**config.mk**
```make
export PLATFORM = sky130hd
export DESIGN_NAME = pt_cell
export DESIGN_NICKNAME = d
export VERILOG_FILES = /design/src/pt_pkg.sv /design/src/pt_cell.sv
export SDC_FILE = /design/constraint.sdc
export NUM_CORES = 1
export LEC_CHECK = 0
export BUFFER_PORTS_ARGS = -buffer_cell sky130_fd_sc_hd__buf_2
export CAP_MARGIN = 10
export CORE_AREA = 2 2 130 132
export CTS_BUF_LIST = sky130_fd_sc_hd__clkbuf_4 sky130_fd_sc_hd__clkbuf_8 sky130_fd_sc_hd__clkbuf_16
export DETAILED_ROUTE_END_ITERATION = 10
export DIE_AREA = 0 0 132 134
export GPL_TIMING_DRIVEN = 0
export PLACE_DENSITY = 0.7
export SLEW_MARGIN = 20
export SYNTH_ARGS = -nofsm -noshare
export SYNTH_HDL_FRONTEND = slang
export SYNTH_SLANG_ARGS = --single-unit
```
**constraint.sdc**
```tcl
create_clock -name i_clk -period 5 [get_ports i_clk]
set_input_delay 0.25 -clock i_clk [delete_from_list [all_inputs] [get_ports i_clk]]
set_output_delay 0.25 -clock i_clk [all_outputs]
set_load 0.05 [all_outputs]
```
**src/pt_pkg.sv**
```systemverilog
// Shared types and constants for the piece table text store.
`timescale 1ns / 1ps
package pt_pkg;
    localparam int MaxPiecesDef = 64;
    localparam int OrigDepthDef = 4096;
    localparam int AddDepthDef  = 4096;
    localparam int PosW = 14;
    localparam int LenW = 17;

    typedef enum logic [1:0] {
        CMD_LOAD   = 2'd0,
        CMD_INSERT = 2'd1,
        CMD_ERASE  = 2'd2,
        CMD_READ   = 2'd3
    } t_cmd;

    typedef enum logic [1:0] {
        ST_OK    = 2'd0,
        ST_RANGE = 2'd1,
        ST_FULL  = 2'd2,
        ST_EDIT  = 2'd3
    } t_status;

    // Piece record: source flag, logical start, byte offset, length.
    typedef struct packed {
        logic            from_add;
        logic [LenW-1:0] start;
        logic [LenW-1:0] offset;
        logic [LenW-1:0] length;
    } t_piece;

    // Chain control broadcast to every cell.
    typedef struct packed {
        logic            load0;   // grow cell 0 (or create it)
        logic            upd;     // apply edit
        logic [1:0]      shift;   // 0, 1 or 2 places up above the hit
        logic            inc;     // starts above the written cells move up by one
        logic            dec;     // starts above the written cells move down by one
        logic [10:0]     idx;     // hit cell
        t_piece          p0;      // new content for idx
        t_piece          p1;      // new content for idx+1
        t_piece          p2;      // new content for idx+2
        logic [1:0]      nwrite;  // how many of p0..p2 are written
    } t_ctl;
endpackage

```
**src/pt_cell.sv**
```systemverilog
// One piece cell: holds a record and takes its neighbors' on a shift.
`timescale 1ns / 1ps
module pt_cell
    import pt_pkg::*;
#(
    parameter int Index = 0,
    parameter int IdxW  = 6
) (
    input  logic   i_clk,
    input  t_ctl   i_ctl,
    input  t_piece i_below1,
    input  t_piece i_below2,
    output t_piece o_piece
);
    t_piece r_piece;
    t_piece w_src;
    t_piece w_moved;
    logic [IdxW+1:0] w_me;
    logic [IdxW+1:0] w_idx;
    logic [IdxW+1:0] w_end;
    assign w_me  = (IdxW+2)'(Index);
    assign w_idx = (IdxW+2)'(i_ctl.idx[IdxW:0]);
    assign w_end = w_idx + (IdxW+2)'(i_ctl.nwrite);

    // Cells above the written ones keep their record or take a lower one,
    // with the start moved by the byte gained or lost.
    always_comb begin
        case (i_ctl.shift)
            2'd1:    w_src = i_below1;
            2'd2:    w_src = i_below2;
            default: w_src = r_piece;
        endcase
        w_moved = w_src;
        if (i_ctl.inc)      w_moved.start = w_src.start + LenW'(1);
        else if (i_ctl.dec) w_moved.start = w_src.start - LenW'(1);
    end

    always_ff @(posedge i_clk) begin
        if (i_ctl.load0 && Index == 0) begin
            r_piece <= i_ctl.p0;
        end else if (i_ctl.upd) begin
            if (w_me == w_idx && i_ctl.nwrite >= 2'd1) begin
                r_piece <= i_ctl.p0;
            end else if (w_me == w_idx + (IdxW+2)'(1) && i_ctl.nwrite >= 2'd2) begin
                r_piece <= i_ctl.p1;
            end else if (w_me == w_idx + (IdxW+2)'(2) && i_ctl.nwrite == 2'd3) begin
                r_piece <= i_ctl.p2;
            end else if (w_me >= w_end) begin
                r_piece <= w_moved;
            end
        end
    end
    assign o_piece = r_piece;
endmodule

```
-- Yosys cells after proc, flatten, opt, wreduce, memory -nomap -nowiden
Index checks and enable logic that the tools add are counted.
Widths: inputs -> output; s select.
- bits in registers: 52
- input bits: 280
- logic and storage cells: 35
- output and inout bits: 52
- reduce and logical (&&, ||, !) cells: 11
- add/sub/neg operators: 5
- $lt $le $gt $ge: 3
- multiplexer cells: 9
- equality and inequality tests: 3
- operators with widths (operator ; number):
    $mux 52 ; 6
    $pmux 52 s2 ; 1
    $mux 17 ; 2
    $logic_not 8->1 ; 3
    $add 17x1->17 const B ; 1
    $sub 17x1->17 const B ; 1
    $add 7x1->8 const B ; 1
    $add 7x2->8 ; 1
    $add 7x2->8 const B ; 1
    $ge 1x8->1 const A ; 1
    $reduce_bool 6->1 ; 1
    $reduce_bool 5->1 ; 1
    $eq 2x2->1 const B ; 2
    $logic_and 1x1->1 ; 3
    $reduce_and 3->1 ; 1
    $eq 2x1->1 const B ; 1
    $ge 2x1->1 const B ; 1
    $ge 2x2->1 const B ; 1
    $reduce_and 2->1 ; 1
    $reduce_bool 2->1 ; 1

-- Logic depth before layout (Yosys ltp)
- word-level depth: 11
- gate-level depth with buffers: 14
- depth with buffers taken out: 12

-- Worst setup path after synthesis
OpenSTA, ideal clock, no wires.
- kind: in2reg
- start point: input port i_ctl[0] in the netlist's numbering
- end point: register r_piece, in the netlist o_piece[0], enable pin
- buffers on the path: 0
- slack: 0.894 ns
- arrival time: 3.708 ns
- data required time: 4.602 ns
- library setup time: 0.398 ns
- stages: 8
- cells stage by stage: ha_1 -> inv_1 -> fa_1 -> a2111oi_0 -> a21oi_1 -> or4bb_1 -> a21oi_1 -> o31a_1
- cells in the longest elaborated chain, start to end: 4
- elaborated cells between the ends (all ways): 11
- those cells by class: 1 x add/sub; 3 x order compare; 1 x eq/ne; 6 x reduce/logical
- RTL lines (item ; RTL line ; source):
    start: declaration ; pt_cell.sv:10 ; input t_ctl i_ctl,
    $add 7x2->8, or another cell as far along ; pt_cell.sv:23 ; assign w_end = w_idx + (IdxW+2)'(i_ctl.nwrite);
    $ge 1x8->1, or another cell as far along ; pt_cell.sv:48 ; end else if (w_me >= w_end) begin
    $reduce_bool 5->1 (no line) / $reduce_bool 6->1 (equally long branches) ; n/a ;
    $reduce_and 3->1 (no line) (*) ; n/a ;
    end signal: assignment ; pt_cell.sv:45 ; r_piece <= i_ctl.p1;
    end signal: assignment ; pt_cell.sv:47 ; r_piece <= i_ctl.p2;
    end signal: assignment ; pt_cell.sv:49 ; r_piece <= w_moved;
    end: declaration ; pt_cell.sv:15 ; t_piece r_piece;
Mark *: on every way between the ends. The rest lies on a longest branch, timed or not.
A chain may end at the register's enable or synchronous reset.

-- Worst setup path after layout
- start point: input port i_ctl[161] in the netlist's numbering
- end point: register r_piece, in the netlist o_piece[0], enable pin
- cells in the longest elaborated chain, start to end: 5
- elaborated cells between the ends (all ways): 13
- those cells by class: 3 x add/sub; 1 x order compare; 9 x reduce/logical
- RTL lines (item ; RTL line ; source):
    parallel branches: the longest is 4 deep, another holds $add 7x2->8 ; n/a ;
    $reduce_and 3->1 (no line) (*) ; n/a ;
    end signal: assignment ; pt_cell.sv:43 ; r_piece <= i_ctl.p0;
    end signal: assignment ; pt_cell.sv:45 ;
    end signal: assignment ; pt_cell.sv:47 ;
Mark *: on every way between the ends.

==> impl_metrics.csv <==
group,metric,value,unit
finish,final_nets,1174,
power_and_ir_drop,p_leak,2.922,nW
flow_run,maxCapViolations,0,
synth,yosysWarningCount,0,
grt,grt_pass1_vias,5694,
power_and_ir_drop,powerDensity,233.8,nW/um2
routing,final_antenna_net_count,0,
worst_setup_path,r2r_start,"o_piece[34]$_DFFE_PP_",
worst_setup_path,cp-end-kind,"flop",
synth,async_flop_share,0,%
place,preCtsSetupSlack,1.289,ns
synth,synth_top_area_share,33.54,%
floorplan,core_area,16290,um2
timing,slew_headroom,45.77,%
routing,wire_per_inst,19.46,um
worst_setup_path,critical_path_class,"in2reg",
synth,synthMuxAreaShare,1.451,%
clock_tree,cts_max_path_buffers,2,
place,dp_hpwl,17430,um
clock_tree,cts.sinks,52,
timing,fin_hold_ws,0.2094,ns
synth,synth_compound_area_share,32.12,%
synth,postSynthAreaPerCell,8.465,um2
routing,route.detailed.drc,0,
clock_tree,root_buffer,"clkbuf_16",
floorplan,start_util,28.58,%
floorplan,num_rows,47,
floorplan,dieArea,17690,um2
worst_setup_path,cp-start-kind,"input pin",
timing,rsz0062_at_grt,"false",
worst_setup_path,required,5.00,ns
timing,setup_viol,0,
finish,fin_cells,1108,
power_and_ir_drop,switchingPower,590.4,uW
timing,worst_pin_slew,0.8134,ns
worst_setup_path,cp.arrival,3.37,ns
floorplan,die_y,134,um
synth,seq_area_frac_synth,33.54,%
finish,syn_to_final_growth,45.58,%
synth,ys_ff_latch,52,
worst_setup_path,crit_fanout,29,
power_and_ir_drop,peakVddDrop,0.1480,mV
timing,finalCriticalPeriod,3.369,ns
power_and_ir_drop,swShare,37.26,%
place,globalplace.congestion,0.8857,
timing,hold_violations,0,
worst_hold_path,whs_endpoint,"o_piece[12]$_DFFE_PP_",
clock_tree,clk_pin_slew,0.08,ns
clock_tree,cts_buffers,5,
place,dp.cells,1099,
synth,yosys.area_share.adder,2.311,%
timing,fin_ws,1.631,ns
grt,grt_overflow,0,
finish,num-fill-cells,1683,
worst_hold_path,whs_path_depth,3,
synth,yosys.area.top_type,"edfxtp_1",
routing,wl,21560,um
grt,antenna_found_initial,0,
synth,synthSimpleGateAreaFrac,21.98,%
grt,grt_max_degree,30,
synth,ys.flop_type,"edfxtp_1",
synth,synth_edf_count,52,
floorplan,die_x,132,um
clock_tree,cts_setup_buffers,0,
power_and_ir_drop,p_total,1.584,mW
timing,max_freq,296.9,MHz
power_and_ir_drop,seqPwrFrac,34.5,%
synth,synth_nets,838,
synth,netlist_area,4656,um2
clock_tree,cts_tree,"built",
timing,skew,0.003712,ns
power_and_ir_drop,combPwrFrac,38.9,%
timing,min_period_over_period,67.37,%
grt,grtUsageTotal,23.39,%
synth,syn_inst,550,
routing,via_count,5865,
floorplan,pin_count,332,
power_and_ir_drop,p_int,994.0,uW
worst_hold_path,hp-start,"i_ctl[118]",
grt,grt_pass1_wl,32120,um
routing,firstDrtPassIters,5,
worst_hold_path,hold_path_class,"in2reg",
routing,vias_per_cell,5.293,
synth,ys_types,66,
synth,synth_top_family_by_area,"compound AO/OA/AOI/OAI gates",
finish,layout-drive-gt1-share,42.05,%
worst_setup_path,r2r_slack,2.56,ns
place,portBuffers,327,
clock_tree,htreeDepth,2,
clock_tree,hold_buffers,0,
worst_setup_path,reg2reg_to,"o_piece[36]$_DFFE_PP_",
clock_tree,clk_latency,0.30,ns
synth,synth_xor_xnor_area_share,2.822,%
finish,finish.instance_area,6778,um2
routing,drtIter0Drc,506,
timing,finalMaxSlewViolations,0,
synth,ys_top_cells_by_area,"edfxtp_1, a22oi_1, o31ai_1",
power_and_ir_drop,pwr-share-clk,26.6,%
finish,largest_reg_flops,52,
run_status,outcome,"complete, no violations",
clock_tree,post_cts_resize_count,0,
place,place_area,6604,um2
worst_setup_path,rr_worst_depth,9,
-- power groups by stage --
stage | combinational [mW] | clock [mW] | sequential, mW
finish | 0.616 | 0.421 | 0.547
global placement | 0.603 | 0 | 0.557
global route | 0.662 | 0.443 | 0.552
floorplan | 0.232 | 0 | 0.701
detailed placement | 0.612 | 0 | 0.557
CTS | 0.614 | 0.428 | 0.547
-- layout by cell type (no fill, tap or decap), types with 4 or more instances in the layout --
master	n
a211oi_1	36
inv_1	11
o21ai_0	14
nand3_1	8
edfxtp_1	52
nor3_1	42
xnor2_1	12
a22oi_1	43
and3_1	7
nand2_1	59
o22ai_1	10
a221o_1	6
mux2i_1	4
ha_1	7
clkbuf_16	5
nor2_1	56
buf_1	8
nor2b_1	4
clkbuf_1	32
o21ai_1	4
o31ai_1	37
buf_2	331
nand4_1	7
nand2b_1	4
a221oi_1	10
buf_6	4
a21oi_1	10
-- Yosys cell counts, drive strengths merged (2+ instances only) --
cell type / n
o22ai: 10
nand2b: 6
a22oi: 43
a22o: 4
nand4: 7
and3: 7
clkbuf: 32
buf: 17
o31ai: 38
nor3: 43
inv: 12
a221o: 6
nor4: 3
and2: 2
nor2: 57
a211oi: 36
nor2b: 4
and4: 2
or2: 3
nand3: 8
nand2: 60
o211ai: 3
ha: 7
xnor2: 12
o21ai: 20
a32oi: 2
a221oi: 12
a31oi: 3
o32ai: 3
a21oi: 11
edfxtp: 52
mux2i: 6
xor2: 3
-- worst max path at each step --
| stage | startpoint | end | slack, ns |
|---|---|---|---|
| 3_3_place_gp | i_ctl[161] | o_piece[1]$_DFFE_PP_ | -0.65 |
| 3_5_place_dp | i_ctl[161] | o_piece[13]$_DFFE_PP_ | 1.29 |
| 4_1_cts | i_ctl[161] | o_piece[13]$_DFFE_PP_ | 1.63 |
| 6_report | i_ctl[161] | o_piece[0]$_DFFE_PP_ | 1.63 |
| 2_1_floorplan | i_ctl[0] | o_piece[0]$_DFFE_PP_ | 0.89 |
| 5_1_grt | i_ctl[161] | o_piece[0]$_DFFE_PP_ | 1.47 |
-- area by class of cell --
type,instances,area (um2),area share [%]
multi-input cells,436,2830,41.76
repair buffers,329,1668,24.61
flip-flops and latches,52,1562,23.04
well taps,220,275.3,4.061
plain buffers,49,219.0,3.231
clock buffers,6,132.6,1.957
inverters,13,50.05,0.7384
clock inverters,2,38.79,0.5723
diodes,1,2.502,0.03692
-- metal layers --
metal,vias up,global-route usage (%),routed length (um)
li1,2829,-,-
met1,2736,31.57,9259
met2,283,39.24,10400
met3,17,4.497,1620
met4,0,4.529,287
met5,-,0,0
-- stage by stage --
stage / TNS, ns / utilization, %
after global routing: 0 / 41.59
final: 0 / 41.61
after detailed placement: 0 / 40.54
after floorplan: 0 / -
after CTS: 0 / 41.59
after global placement: -22.52 / 40.32
-- worst max-delay path, cell delays in order --
cell     delay (ns)
buf_2          0.11
nor4_1         0.67
nand4_1        0.63
nand2_1        0.33
nor2_1         0.20
a21oi_2        0.51
o31a_2         0.39
buf_12         0.24
-- cell families after synthesis --
family          Yosys count
simple gates            209
compound gates          198
buf+inv                  62
flops                    52
xor+xnor                 15
fa+ha+maj                 8
mux                       6
Note: power is estimated with default switching activity, not from simulation.
